### config.mk
export PLATFORM = sky130hd
export DESIGN_NAME = apool_div
export DESIGN_NICKNAME = d
export VERILOG_FILES = /design/src/rtl/avg_pool_2d_stream_unit_macros.svh /design/src/rtl/apool_div.sv
export SDC_FILE = /design/constraint.sdc
export NUM_CORES = 1
export LEC_CHECK = 0
export BUFFER_PORTS_ARGS = -buffer_cell sky130_fd_sc_hd__buf_2
export CORE_ASPECT_RATIO = 1.4
export CORE_UTILIZATION = 43
export DETAILED_ROUTE_END_ITERATION = 10
export GPL_ROUTABILITY_DRIVEN = 0
export PLACE_DENSITY = 0.7
export SYNTH_ARGS = -nofsm -noshare
export SYNTH_HDL_FRONTEND = slang
export SYNTH_SLANG_ARGS = --single-unit
### constraint.sdc
create_clock -name i_clk -period 1.7 [get_ports i_clk]
set_input_delay 0.255 -clock i_clk [delete_from_list [all_inputs] [get_ports i_clk]]
set_output_delay 0.255 -clock i_clk [all_outputs]
set_load 0.05 [all_outputs]
### src/rtl/avg_pool_2d_stream_unit_macros.svh
// assertion macros shared by the average pooling block
`ifndef AVG_POOL_2D_STREAM_UNIT_MACROS_SVH
`define AVG_POOL_2D_STREAM_UNIT_MACROS_SVH
`ifndef NO_ASSERTIONS
`define APOOL_ASSERT(lbl, prop) \
    lbl: assert property (@(posedge i_clk) disable iff (!i_rst_n) prop) \
        else $error("avg pool assertion failed");
`define APOOL_ASSERT_ALWAYS(lbl, prop) \
    lbl: assert property (@(posedge i_clk) prop) \
        else $error("avg pool reset assertion failed");
`else
`define APOOL_ASSERT(lbl, prop)
`define APOOL_ASSERT_ALWAYS(lbl, prop)
`endif
`endif

### src/rtl/apool_div.sv
// restoring unsigned divider, one quotient bit per cycle
`default_nettype none
module apool_div #(
    parameter int NB = 13,
    parameter int DB = 4
) (
    input  wire logic          i_clk,
    input  wire logic          i_rst_n,
    input  wire logic          i_start,
    input  wire logic [NB-1:0] i_numer,
    input  wire logic [DB-1:0] i_denom,
    output logic               o_done,
    output logic      [NB-1:0] o_quot
);
    localparam int CW = $clog2(NB + 1);

    logic [DB:0]   r_rem;
    logic [NB-1:0] r_quo;
    logic [DB-1:0] r_den;
    logic [CW-1:0] r_cnt;
    logic          r_busy;
    logic          r_done;
    logic [DB:0]   trial;
    logic          fits;

    // shift in next dividend bit and try the subtract
    always_comb begin
        trial = {r_rem[DB-1:0], r_quo[NB-1]};
        fits  = (trial >= {1'b0, r_den});
    end

    always_ff @(posedge i_clk) begin
        if (!i_rst_n) begin
            r_busy <= 1'b0;
            r_done <= 1'b0;
        end else begin
            r_done <= 1'b0;
            if (i_start) begin
                r_rem  <= '0;
                r_quo  <= i_numer;
                r_den  <= i_denom;
                r_cnt  <= CW'(NB);
                r_busy <= 1'b1;
            end else if (r_busy) begin
                r_rem <= fits ? (trial - {1'b0, r_den}) : trial;
                r_quo <= {r_quo[NB-2:0], fits};
                r_cnt <= r_cnt - 1'b1;
                if (r_cnt == CW'(1)) begin
                    r_busy <= 1'b0;
                    r_done <= 1'b1;
                end
            end
        end
    end

    assign o_done = r_done;
    assign o_quot = r_quo;
endmodule
`default_nettype wire

Word level (Yosys, flattened, before mapping) --
Index checks and enable logic that the tools add are counted.
Storage, ports and cells: word-level logic and storage cells 25, register bits 27, input port bits 20
Operators by class: equality and inequality tests 1, multiplexer cells 9, reduce and logical (&&, ||, !) cells 4, bitwise operators 2, $lt $le $gt $ge 1, add/subtract/negate cells 2
Operators with widths (count):
- 2-to-1 mux 13 bit | 2
- 2-to-1 mux 4 bit | 3
- greater-or-equal comparator 5 x 4 -> 1 bit | 1
- == test 4 x 1 -> 1 bit, second input constant | 1
- 2-to-1 mux 1 bit | 4
- AND reduction 2 bit | 2
- subtractor 4 x 1 -> 4 bit, second input constant | 1
- subtractor 4 bit | 1
- OR reduction 3 bit | 1
- NOT 1 bit | 2
- nonzero test 2 bit | 1

Logic depth before layout (Yosys ltp) --
depth after elaboration 4, mapped depth 7, mapped depth without buffers 7

Worst setup path before layout --
Ideal clock, no wire load.
kind register to register, from reg r_quo[12], in the netlist o_quot[12], to reg r_rem[2] (data pin), path slack -0.242 ns, arrival time 1.679 ns, path buffers 0, setup time 0.263 ns, cell stages (with the launch flop) 8, cells stage by stage edfxtp_1 inv_1 ha_1 fa_1 xor2_1 nor2_1 o21ai_0 o41ai_1
Between the ends: longest elaborated chain between the ends 3, elaborated cells on any way between the ends 4
RTL lines:
- start: declaration | RTL line apool_div.sv:18 | logic [NB-1:0] r_quo;
- start signal: assignment | RTL line apool_div.sv:40 | r_quo <= i_numer;
- start signal: assignment | RTL line apool_div.sv:46 | r_quo <= {r_quo[NB-2:0], fits};
- subtractor 4 bit / greater-or-equal comparator 5 x 4 -> 1 bit (equally long branches) | RTL line apool_div.sv:45, apool_div.sv:29
- 2-to-1 mux 4 bit (*) | RTL line apool_div.sv:45 | r_rem <= fits ? (trial - {1'b0, r_den}) : trial;
- 2-to-1 mux 4 bit (*) | RTL line apool_div.sv:44 | end else if (r_busy) begin
- end signal: assignment | RTL line apool_div.sv:45
- end: declaration | RTL line apool_div.sv:17 | logic [DB:0] r_rem;
Every way passes the cells marked *; elsewhere a longest branch is shown, timed or not. The select of a mux whose other input is x is not followed. A chain may end at the register's enable or synchronous reset.

Final worst setup path --
from reg r_rem[1], to reg r_rem[1] (data pin)
Between the ends: longest elaborated chain between the ends 3
RTL lines:
- greater-or-equal comparator 5 x 4 -> 1 bit | RTL line apool_div.sv:29 | fits = (trial >= {1'b0, r_den});
- 2-to-1 mux 4 bit | RTL line apool_div.sv:45
- 2-to-1 mux 4 bit | RTL line apool_div.sv:44
No other way between the ends. The select of a mux whose other input is x is not followed.

==> metrics.cfg <==
[floorplan]
dieHeight_um=67.1
die_x_um=48.5
row_count=23
design.die.area_um2=3260
core_um2=2880
initial_core_util_pct=45.3
io_pins=34

[grt]
antenna_found_initial=0
grt_pass1_wl_um=3650
grt_max_degree=29
overflow=0
grt_usage_pct=15.0
grt_pass1_vias=831

[power_and_ir_drop]
power.internal_uw=1090
ir_drop_v=0.000611
pwr_density_cell_nw_per_um2=925
p_leak_uw=0.000657
power.share.sequential_pct=52.6
combPwrFrac_pct=23.3
swShare_pct=28.8
switchingPower_uw=442
clkPwrFrac_pct=24.2

[clock_tree]
clock_sink_count=27
cts_tree=built
h-tree-depth=1
clock_latency_ns=0.27
root_buffer=clkbuf_8
clk_pin_slew_ns=0.09
numCtsBuffers=3
post_cts_buffers=0
cts_hold_buffers=0
clockBufferDepth=2

[timing]
finClkSkew_ns=0.00116
max_freq_mhz=598
rsz0062_at_grt=yes
finalWorstSetupSlack_ns=0.0278
period_needed_ns=1.67
slew_headroom_pct=62.1
finalCritPeriodShare_pct=98.4
final-hold-violation-count=0
setup_viol=0
worstMarginPinSlew_ns=0.569
maxSlewViolCount=0

[worst_setup_path]
ff2ff_setup_slack_ns=0.03
worst-path-max-fanout=8
crit_arrival_ns=1.69
critPathRequiredTime_ns=1.71
critPathLaunchType=flop
cp-end-kind=flop
crit_type=reg2reg

[logic_synthesis]
synthTopCellsByArea=edfxtp_1 58%, mux2_2 10%, ha_1 5.8%
netlist_instances=94
synthAdderAreaFrac_pct=7.30
yosysUniqueCellTypes=24
muxShareOfSynthArea_pct=10.4
yosysTopAreaCell=edfxtp_1
ys_ff_latch=27
synth_top_area_share_pct=57.6
synth-simple-area-share_pct=8.65
yosysWarningCount=0
synth_xor_area_share_pct=2.02
synth_area_per_cell_um2=13.9
synth_top_family_by_area=multiplexers
synth_compound_area_share_pct=7.01
synth_nets=121
seq_area_frac_synth_pct=60.7
synthesis.area_um2=1300

[placed_design]
dp_slack_ns=0.00568
hpwl_um=1750
placedCellCount=163
portBuffers=33

[cells_and_area]
final_common_cell=buf_2
antennaDiodeCount=0
stdcell_count=167
area_growth_syn_to_layout_pct=27.6
drive_above_1_share_pct=50.8
mostFrequentLayoutCells=33 x buf_2, 25 x edfxtp_1, 12 x mux2_2
layout.nets=158

[route]
ant_nets=0
wl_um=2390
drt_iter0_drc=14
remaining_drc_errors=0
vias_per_cell=5.07
wl_per_cell_um=14.3
drt_first_pass_iters=3
via_count=846

[worst_hold_path]
hp-class=in2reg

[outcome]
outcome=completed

[run]
maxCapViolations=0

==> power by group through the flow <==
stage	Combinational, uW	Clock, uW	Sequential [uW]
global route	386	397	814
floorplan	156	0	891
detailed placement	313	0	822
global placement	299	0	821
CTS	317	375	807
finish	357	372	808
==> registers in the layout, summed over array words and instances, names as in the netlist <==
name and cells:
o_done 1, o_quot 13, r_busy 1, r_cnt 4
r_den 4, r_rem 4
==> synth_stat cells <==
cell type and count:
xnor2_1 2, xor2_1 1, nor2_1 7, nor3_1 3, o21a_1 3, o31a_4 1, inv_1 9, nor2b_4 1
nand2b_1 3, buf_4 1, nand4_1 1, mux2_2 12, nor4_1 1, nor4b_1 1, and2_1 1, fa_1 1
buf_2 2, o41ai_1 3, edfxtp_1 25, a21oi_1 1, nand2_1 3, dfxtp_1 2, o21ai_0 4, ha_1 6
==> logic make-up after synthesis <==
family | count (synthesis)
buffers and inverters | 12
AO/OA/AOI/OAI | 12
AND/OR/NAND/NOR | 21
XOR/XNOR | 3
flip-flops | 27
adder cells (fa/ha/maj) | 7
multiplexers | 12
==> critical path, stage by stage (launching register included) <==
cell	delay [ns]
edfxtp_1	0.44
ha_1	0.38
o21a_1	0.21
o31a_4	0.16
o21ai_2	0.14
o41ai_1	0.08
==> what timing repair did <==
action                                  in CTS  in global routing
resized for setup                            2                 14
pin swaps                                    0                  1
hold endpoints to repair                     0                  0
endpoints found under the setup margin       2                  5
==> stage by stage <==
stage               cell area [um2]  hold slack (ns)  power (uW)  TNS (ns)  utilization, %
global placement               1540            0.418        1120         0            53.5
finish                         1660            0.152        1540         0            57.7
global route                   1660            0.141        1600   -0.0577            57.7
CTS                            1590            0.150        1500         0            55.3
floorplan                      1320            0.354        1050    -0.291               -
detailed placement             1540            0.435        1130         0            53.5
==> per-layer routing <==
layer / share of wire [%] / global-route usage [%] / vias up
li1: - / - / 417
met1: 40 / 18.2 / 403
met2: 55 / 25.9 / 20
met3: 2.5 / 2.28 / 6
met4: 1.9 / 8.09 / 0
met5: 0 / 0 / -
==> worst paths after layout <==
check / start / to / depth (start not counted)
min reg2reg: r_busy / o_done / 2
max: r_rem[1] / r_rem[1] / 5
min: i_denom[3] / r_den[3] / 1
max reg2reg: r_rem[1] / r_rem[1] / 5
==> area by class of cell <==
cell class,instances,area [um2]
Fill cell,240,1220
Sequential cell,27,791
Multi-Input combinational cell,55,549
Timing Repair Buffer,35,193
Tap cell,37,46.3
Clock buffer,3,41.3
Inverter,9,33.8
Clock inverter,1,7.51
(Power assumes the default switching activity.)
