==> src/rtl/avg_pool_2d_stream_unit_macros.svh <==
// assertion macros shared by the average pooling block
`ifndef AVG_POOL_2D_STREAM_UNIT_MACROS_SVH
`define AVG_POOL_2D_STREAM_UNIT_MACROS_SVH
`ifndef NO_ASSERTIONS
`define APOOL_ASSERT(lbl, prop) \
    lbl: assert property (@(posedge i_clk) disable iff (!i_rst_n) prop) \
        else $error("avg pool assertion failed");
`define APOOL_ASSERT_ALWAYS(lbl, prop) \
    lbl: assert property (@(posedge i_clk) prop) \
        else $error("avg pool reset assertion failed");
`else
`define APOOL_ASSERT(lbl, prop)
`define APOOL_ASSERT_ALWAYS(lbl, prop)
`endif
`endif

==> src/rtl/apool_pkg.sv <==
// shared types and constants of the average pooling block
`default_nettype none
package apool_pkg;
    localparam int CFG_BITS  = 11;
    localparam int DIM_BITS  = 13;
    localparam int KERN_BITS = 4;
    localparam int PAD_BITS  = 3;
    localparam int IDX_BITS  = 3;
    localparam int WS_BITS   = 18;
    localparam int SLOT_BITS = 3;
    localparam int KK_BITS   = 7;

    typedef enum logic [IDX_BITS-1:0] {
        REG_IN_WIDTH   = 3'd0,
        REG_IN_HEIGHT  = 3'd1,
        REG_OUT_WIDTH  = 3'd2,
        REG_OUT_HEIGHT = 3'd3,
        REG_KERNEL     = 3'd4,
        REG_STEP       = 3'd5,
        REG_PADDING    = 3'd6
    } t_reg_idx;

    // clamped configuration as the sequencer sees it
    typedef struct packed {
        logic [DIM_BITS-1:0]  w;
        logic [DIM_BITS-1:0]  h;
        logic [DIM_BITS-1:0]  ow;
        logic [DIM_BITS-1:0]  oh;
        logic [KERN_BITS-1:0] k;
        logic [KERN_BITS-1:0] s;
        logic [PAD_BITS-1:0]  pad;
        logic [KK_BITS-1:0]   kk;
    } t_cfg;
endpackage
`default_nettype wire

==> src/rtl/apool_cfg.sv <==
// configuration registers with range clamping
`default_nettype none
module apool_cfg #(
    parameter int MAX_WIDTH  = 1024,
    parameter int MAX_HEIGHT = 1024,
    parameter int MAX_KERNEL = 8
) (
    input  wire logic                          i_clk,
    input  wire logic                          i_rst_n,
    input  wire logic                          i_wr,
    input  wire logic [apool_pkg::IDX_BITS-1:0] i_index,
    input  wire logic [apool_pkg::CFG_BITS-1:0] i_data,
    output apool_pkg::t_cfg                    o_cfg
);
    localparam int DB = apool_pkg::DIM_BITS;
    localparam int KB = apool_pkg::KERN_BITS;
    localparam logic [DB-1:0] LIM_W = DB'(MAX_WIDTH);
    localparam logic [DB-1:0] LIM_H = DB'(MAX_HEIGHT);
    localparam logic [KB-1:0] LIM_K = KB'(MAX_KERNEL);

    logic [apool_pkg::CFG_BITS-1:0]  r_in_w, r_in_h, r_out_w, r_out_h;
    logic [KB-1:0]                   r_kern, r_step;
    logic [apool_pkg::PAD_BITS-1:0]  r_pad;
    logic [DB-1:0]                   ext_w, ext_h, ext_ow, ext_oh;
    logic [KB-1:0]                   k_c;

    // register writes
    always_ff @(posedge i_clk) begin
        if (!i_rst_n) begin
            r_in_w  <= apool_pkg::CFG_BITS'(1);
            r_in_h  <= apool_pkg::CFG_BITS'(1);
            r_out_w <= apool_pkg::CFG_BITS'(1);
            r_out_h <= apool_pkg::CFG_BITS'(1);
            r_kern  <= KB'(2);
            r_step  <= KB'(2);
            r_pad   <= '0;
        end else if (i_wr) begin
            case (apool_pkg::t_reg_idx'(i_index))
                apool_pkg::REG_IN_WIDTH:   r_in_w  <= i_data;
                apool_pkg::REG_IN_HEIGHT:  r_in_h  <= i_data;
                apool_pkg::REG_OUT_WIDTH:  r_out_w <= i_data;
                apool_pkg::REG_OUT_HEIGHT: r_out_h <= i_data;
                apool_pkg::REG_KERNEL:     r_kern  <= i_data[KB-1:0];
                apool_pkg::REG_STEP:       r_step  <= i_data[KB-1:0];
                apool_pkg::REG_PADDING:    r_pad   <= i_data[apool_pkg::PAD_BITS-1:0];
                default: ;
            endcase
        end
    end

    // clamp to the supported range
    always_comb begin
        ext_w  = DB'(r_in_w);
        ext_h  = DB'(r_in_h);
        ext_ow = DB'(r_out_w);
        ext_oh = DB'(r_out_h);
        o_cfg.w  = (ext_w == '0) ? DB'(1) : ((ext_w > LIM_W) ? LIM_W : ext_w);
        o_cfg.h  = (ext_h == '0) ? DB'(1) : ((ext_h > LIM_H) ? LIM_H : ext_h);
        o_cfg.ow = (ext_ow == '0) ? DB'(1) : ((ext_ow > LIM_W) ? LIM_W : ext_ow);
        o_cfg.oh = (ext_oh == '0) ? DB'(1) : ((ext_oh > LIM_H) ? LIM_H : ext_oh);
        k_c      = (r_kern == '0) ? KB'(1) : ((r_kern > LIM_K) ? LIM_K : r_kern);
        o_cfg.k  = k_c;
        o_cfg.s  = (r_step == '0) ? KB'(1) : r_step;
        o_cfg.pad = r_pad;
        o_cfg.kk = apool_pkg::KK_BITS'(k_c * k_c);
    end
endmodule
`default_nettype wire

==> config.mk <==
export PLATFORM = sky130hd
export DESIGN_NAME = apool_cfg
export DESIGN_NICKNAME = d
export VERILOG_FILES = /design/src/rtl/avg_pool_2d_stream_unit_macros.svh /design/src/rtl/apool_pkg.sv /design/src/rtl/apool_cfg.sv
export SDC_FILE = /design/constraint.sdc
export NUM_CORES = 1
export LEC_CHECK = 0
export BUFFER_PORTS_ARGS = -buffer_cell sky130_fd_sc_hd__buf_2
export CORE_UTILIZATION = 55
export DETAILED_ROUTE_END_ITERATION = 8
export PLACE_DENSITY = 0.95
export SLEW_MARGIN = 15
export SYNTH_ARGS = -nofsm -noshare
export SYNTH_HDL_FRONTEND = slang
export SYNTH_SLANG_ARGS = --single-unit
==> constraint.sdc <==
create_clock -name i_clk -period 2.55 [get_ports i_clk]
set_input_delay 0.1275 -clock i_clk [delete_from_list [all_inputs] [get_ports i_clk]]
set_output_delay 0.1275 -clock i_clk [all_outputs]
set_load 0.03 [all_outputs]
### After elaboration in Yosys (flattened, before gate mapping)

Cells that the tools add are included.

* flip-flop bits (word level): 55
* bits of input ports: 17
* output and inout bits: 70
* word-level logic and storage cells: 44

* multiply operators: 1
* order comparisons: 5
* equal/unequal tests: 6
* mux-type cells: 11
* reduce and logical (&&, ||, !) cells: 14

Operators with widths (count)
* 11-bit 2-to-1 mux: 8
* 11-bit greater-than comparator, second input constant: 4
* 11-bit zero test: 4
* 2-bit AND reduction: 7
* 4-bit 2-to-1 mux: 3
* 3-bit equality test, second input constant: 3
* 4-bit zero test: 2
* 4-bit by 4-bit multiplier with 7-bit output: 1
* 3-bit by 2-bit equality test with 1-bit output, second input constant: 2
* 4-bit greater-than comparator, second input constant: 1
* 3-bit by 1-bit equality test with 1-bit output, second input constant: 1
* 3-bit zero test: 1

### Depth between registers and ports, before layout

* word-level depth: 4
* gate-level depth with buffers: 7
* mapped depth without buffers: 7

### Least setup slack after synthesis

Ideal clock, no wire load.

* path type: reg2out
* from: register r_kern[1]
* to: output o_cfg[5] (netlist bit)
* data arrival time: 2208 ps
* data required time: 2423 ps
* path slack: 214 ps
* stages on the path, launching flop included: 7
* buffers on the path: 0
* cell sequence: dfxtp_1 -> nor2b_1 -> and2_1 -> ha_1 -> or3b_2 -> a31oi_1 -> a311o_1

RTL lines
* start, declared: line apool_cfg.sv:22 `logic [KB-1:0] r_kern, r_step;`
* start signal, assigned: line apool_cfg.sv:43 `apool_pkg::REG_KERNEL: r_kern <= i_data[KB-1:0];`
* end, declared: line apool_cfg.sv:13 `output apool_pkg::t_cfg o_cfg`

==> results_tabular.tex <==
\begin{tabular}{lr}
\hline
Metric & Value \\
\hline
\multicolumn{2}{l}{\textbf{Yosys}} \\
Combinational family with the most area after synthesis & simple AND/OR/NAND/NOR gates \\
Async SR Flop Fraction & 0\% \\
Number of enable flip-flop cells after synthesis & 0 \\
Mean cell area of the mapped netlist & 8.15 sq um \\
Synthesized-area fraction occupied by xor and xnor cells & 0.621\% \\
Mux cell area share after synthesis & 3.91\% \\
Distinct cell type count after synthesis & 39 \\
Number of instances in the synthesized netlist & 346 \\
Adder-cell share of the synthesized area & 2.04\% \\
Total of flip-flops plus latches after synthesis & 55 \\
Main synth FF type & sky130\_fd\_sc\_hd\_\_dfxtp\_1 \\
Synth Warn \# & 0 \\
Post-Synth Simple-Gate Area & 33.3\% \\
Seq/Total Area, Yosys & 39.1\% \\
Netlist area before placement & 2820 sq um \\
Area fraction in compound gates after synthesis & 13.1\% \\
\multicolumn{2}{l}{\textbf{Critical path}} \\
Cell at the slowest stage of the critical path & sky130\_fd\_sc\_hd\_\_dfxtp\_1 \\
Data required time of the worst path & 2.42 ns \\
Critical path's top delay family & compound AO/OA/AOI/OAI gates \\
Cells along the critical path & nor2b\_1 > nor2b\_1 > ha\_1 > nor2b\_1 > a221o\_1 > a311o\_1 > buf\_2 \\
Kind of end point of the critical path & output pin \\
Maximum fanout along the worst path & 5 \\
Type of the worst setup path & flip-flop to output pin \\
Critical path's largest stage delay & 0.35 ns \\
Cell seen most often among critical-path stages & sky130\_fd\_sc\_hd\_\_nor2b\_1 \\
Data arrival time of the worst path & 2.31 ns \\
Buffers and inverters on the worst path & 1 \\
Worst setup SP type & flip-flop \\
\multicolumn{2}{l}{\textbf{STA}} \\
Remaining max-slew budget at the tightest pin & 38.1\% \\
Slew of the pin with the lowest slew margin & 0.926 ns \\
Final Hold Viols & 0 \\
Max frequency & 0.409 GHz \\
Shortest period the worst path allows & 2.44 ns \\
Clock Skews & 0 ns \\
Smallest setup slack after layout & 0.108 ns \\
Unrepaired setup endpoints after global routing & false \\
Number of pins with negative max-slew slack in the final report & 0 \\
Period utilization & 95.8\% \\
Final Setup Violations & 0 \\
Fin Setup TNS & 0 ns \\
\multicolumn{2}{l}{\textbf{Routing}} \\
Length of routed wiring on met1 & 2610 um \\
Routed length per instance & 13.3 um \\
Detailed-routing iteration count for the pre-antenna-repair pass & 4 \\
Residual DRC count & 0 \\
Routed met3 length & 366 um \\
Per-cell via count in the routed design & 5.25 \\
Uppermost signal routing layer after detailed routing & met4 \\
Detail Route met2 WL & 3030 um \\
Count of nets left with antenna violations after detail routing & 0 \\
Routed Wire Length & 6210 um \\
Total vias in the final route & 2,453 \\
Count of routing violations after the opening detailed-route iteration & 174 \\
\multicolumn{2}{l}{\textbf{GRT}} \\
Number of antenna violations at the first check in global routing & 0 \\
Total global routing track utilization & 23.6\% \\
Pin count of the biggest net entering global routing & 56 \\
Wire length of the first global-routing pass & 9740 um \\
Grt total ovfl & 0 \\
Vias in the first global route & 2,133 \\
\multicolumn{2}{l}{\textbf{Power}} \\
Static power due to leakage & 0.00147 uW \\
Power density over cell area & 498 nW/um\^{}2 \\
Worst-case vdd ir drop & 0.278 mV \\
\multicolumn{2}{l}{\textbf{Clock network}} \\
Clock slew at reported path FFs & 0.10 ns \\
Post-CTS sizing & 0 \\
CTS Root Cell & sky130\_fd\_sc\_hd\_\_clkbuf\_8 \\
Count of buffers added by post-CTS timing repair for setup & 0 \\
TritonCTS sink count & 55 \\
Clock tree from TritonCTS & yes \\
Number of levels the H-tree was split into & 2 \\
Number of CTS-inserted buffers & 5 \\
Cts-stage hold buffer count & 0 \\
Clock latency on the worst-skew pair & 0.31 ns \\
Number of buffers between clock root and the deepest sink & 2 \\
\multicolumn{2}{l}{\textbf{Place}} \\
Placement Setup Slack & 0.437 ns \\
Detail Placement HPWL & 4440 um \\
IO Port Bufs & 77 \\
GP Congestion & 0.914 \\
\multicolumn{2}{l}{\textbf{Job}} \\
Number of max-cap violations & 0 \\
\multicolumn{2}{l}{\textbf{Die}} \\
Die height & 73.6 um \\
Number of I/O pins & 87 \\
Std-Cell Core Area & 4820 sq um \\
Placement row count & 25 \\
Width of the die & 73.6 um \\
Initial core utilization & 58.5\% \\
Die area & 5420 sq um \\
\multicolumn{2}{l}{\textbf{Finish}} \\
Commonest cells after routing, fill and taps aside & sky130\_fd\_sc\_hd\_\_nand2\_1, sky130\_fd\_sc\_hd\_\_buf\_2, sky130\_fd\_sc\_hd\_\_dfxtp\_1 \\
Layout-stage area growth over the synthesis result & 13.6\% \\
Ant diodes & 0 \\
Fin nets & 420 \\
Layout cell share with drive strength beyond 1 & 23.8\% \\
Fill cell instance count of the final layout & 397 \\
Most common cell after layout, fill and taps aside & sky130\_fd\_sc\_hd\_\_nand2\_1 \\
\multicolumn{2}{l}{\textbf{Run status}} \\
Run status & finished, final reports clean \\
\multicolumn{2}{l}{\textbf{Worst hold path}} \\
Worst hold path type & primary input to flip-flop \\
\hline
\end{tabular}
==> cell usage after synthesis (2+ instances only) <==
| library cell | instances | area [sq um] |
|---|---|---|
| sky130_fd_sc_hd__nor3_1 | 4 | 20.0 |
| sky130_fd_sc_hd__buf_6 | 2 | 22.5 |
| sky130_fd_sc_hd__mux2i_1 | 11 | 110 |
| sky130_fd_sc_hd__nor2_1 | 11 | 41.3 |
| sky130_fd_sc_hd__a21boi_0 | 29 | 218 |
| sky130_fd_sc_hd__nand4bb_1 | 2 | 22.5 |
| sky130_fd_sc_hd__a31oi_1 | 4 | 25.0 |
| sky130_fd_sc_hd__nor4_1 | 5 | 31.3 |
| sky130_fd_sc_hd__ha_1 | 3 | 37.5 |
| sky130_fd_sc_hd__a21boi_1 | 11 | 82.6 |
| sky130_fd_sc_hd__and4bb_2 | 3 | 37.5 |
| sky130_fd_sc_hd__buf_2 | 8 | 40.0 |
| sky130_fd_sc_hd__nand4b_1 | 3 | 26.3 |
| sky130_fd_sc_hd__clkbuf_1 | 21 | 78.8 |
| sky130_fd_sc_hd__buf_4 | 10 | 75.1 |
| sky130_fd_sc_hd__dfxtp_1 | 55 | 1100 |
| sky130_fd_sc_hd__nor2b_1 | 51 | 319 |
| sky130_fd_sc_hd__nand2_1 | 88 | 330 |
| sky130_fd_sc_hd__and2_1 | 3 | 18.8 |
| sky130_fd_sc_hd__nand3_1 | 3 | 15.0 |
==> registers in the layout (all words and copies together) (netlist names) <==
name     flops
r_kern       4
r_in_w      11
r_out_h     11
r_pad        3
r_out_w     11
r_in_h      11
r_step       4
==> logic make-up (layout without fill, tap and decap cells) <==
logic type                 after synthesis  in the layout
AOI/OAI and AO/OA                       50             50
xor gates and xnor gates                 2              2
adders and majority gates                4              4
buffers and inverters                   42             86
DFF                                     55             55
muxes                                   11             11
other                                    1             11
and+or+nand+nor                        181            181
==> through the flow <==
stage | total power [uW] | hold slack [ns] | cells | area, sq um | utilization, %
finish | 1600 | 0.0953 | 467 | 3200 | 66.5
global placement | 1130 | 0.420 | 459 | 3110 | 64.5
floorplan | 1090 | 0.251 | 356 | 2860 | -
CTS | 1600 | 0.0898 | 467 | 3200 | 66.4
detailed placement | 1140 | 0.428 | 459 | 3110 | 64.5
global route | 1660 | 0.0821 | 467 | 3200 | 66.5
==> report_power, final <==
part | total [uW] | internal, uW | switching [uW]
combinational | 226 | 74.1 | 152
sequential | 895 | 878 | 17.2
clock | 475 | 198 | 278
total | 1600 | 1150 | 446
==> tightest hold or removal path, stage by stage <==
cell,delay [ns]
sky130_fd_sc_hd__buf_2,0.13
sky130_fd_sc_hd__nand2_1,0.06
sky130_fd_sc_hd__a21boi_1,0.05
==> metal layers <==
metal | vias to the layer above | track usage, %
met3 | 21 | 4.66
met1 | 1127 | 30.9
met4 | 0 | 12.4
met2 | 92 | 36.7
li1 | 1213 | -
met5 | - | 0
==> final timing paths <==
path                                  from    endpoint  slack, ns  cells after the start
worst min register to register   r_in_w[5]   r_in_w[5]       0.48                      2
worst max-delay path             r_kern[2]    o_cfg[5]       0.11                      7
worst min-delay path             i_data[8]   r_in_w[8]        0.1                      3
worst max register to register  r_in_w[10]  r_in_w[10]       1.65                      2
==> area by class of cell <==
class,count,area (sq um),area share [%]
Inverter,1,3.75,0.117
Tap cell,67,83.8,2.62
Multi-Input combinational cell,259,1540,48.0
Sequential cell,55,1100,34.4
Timing Repair Buffer,77,385,12.0
Clock buffer,6,72.6,2.27
Clock inverter,2,17.5,0.547
(Power assumes the default switching activity.)
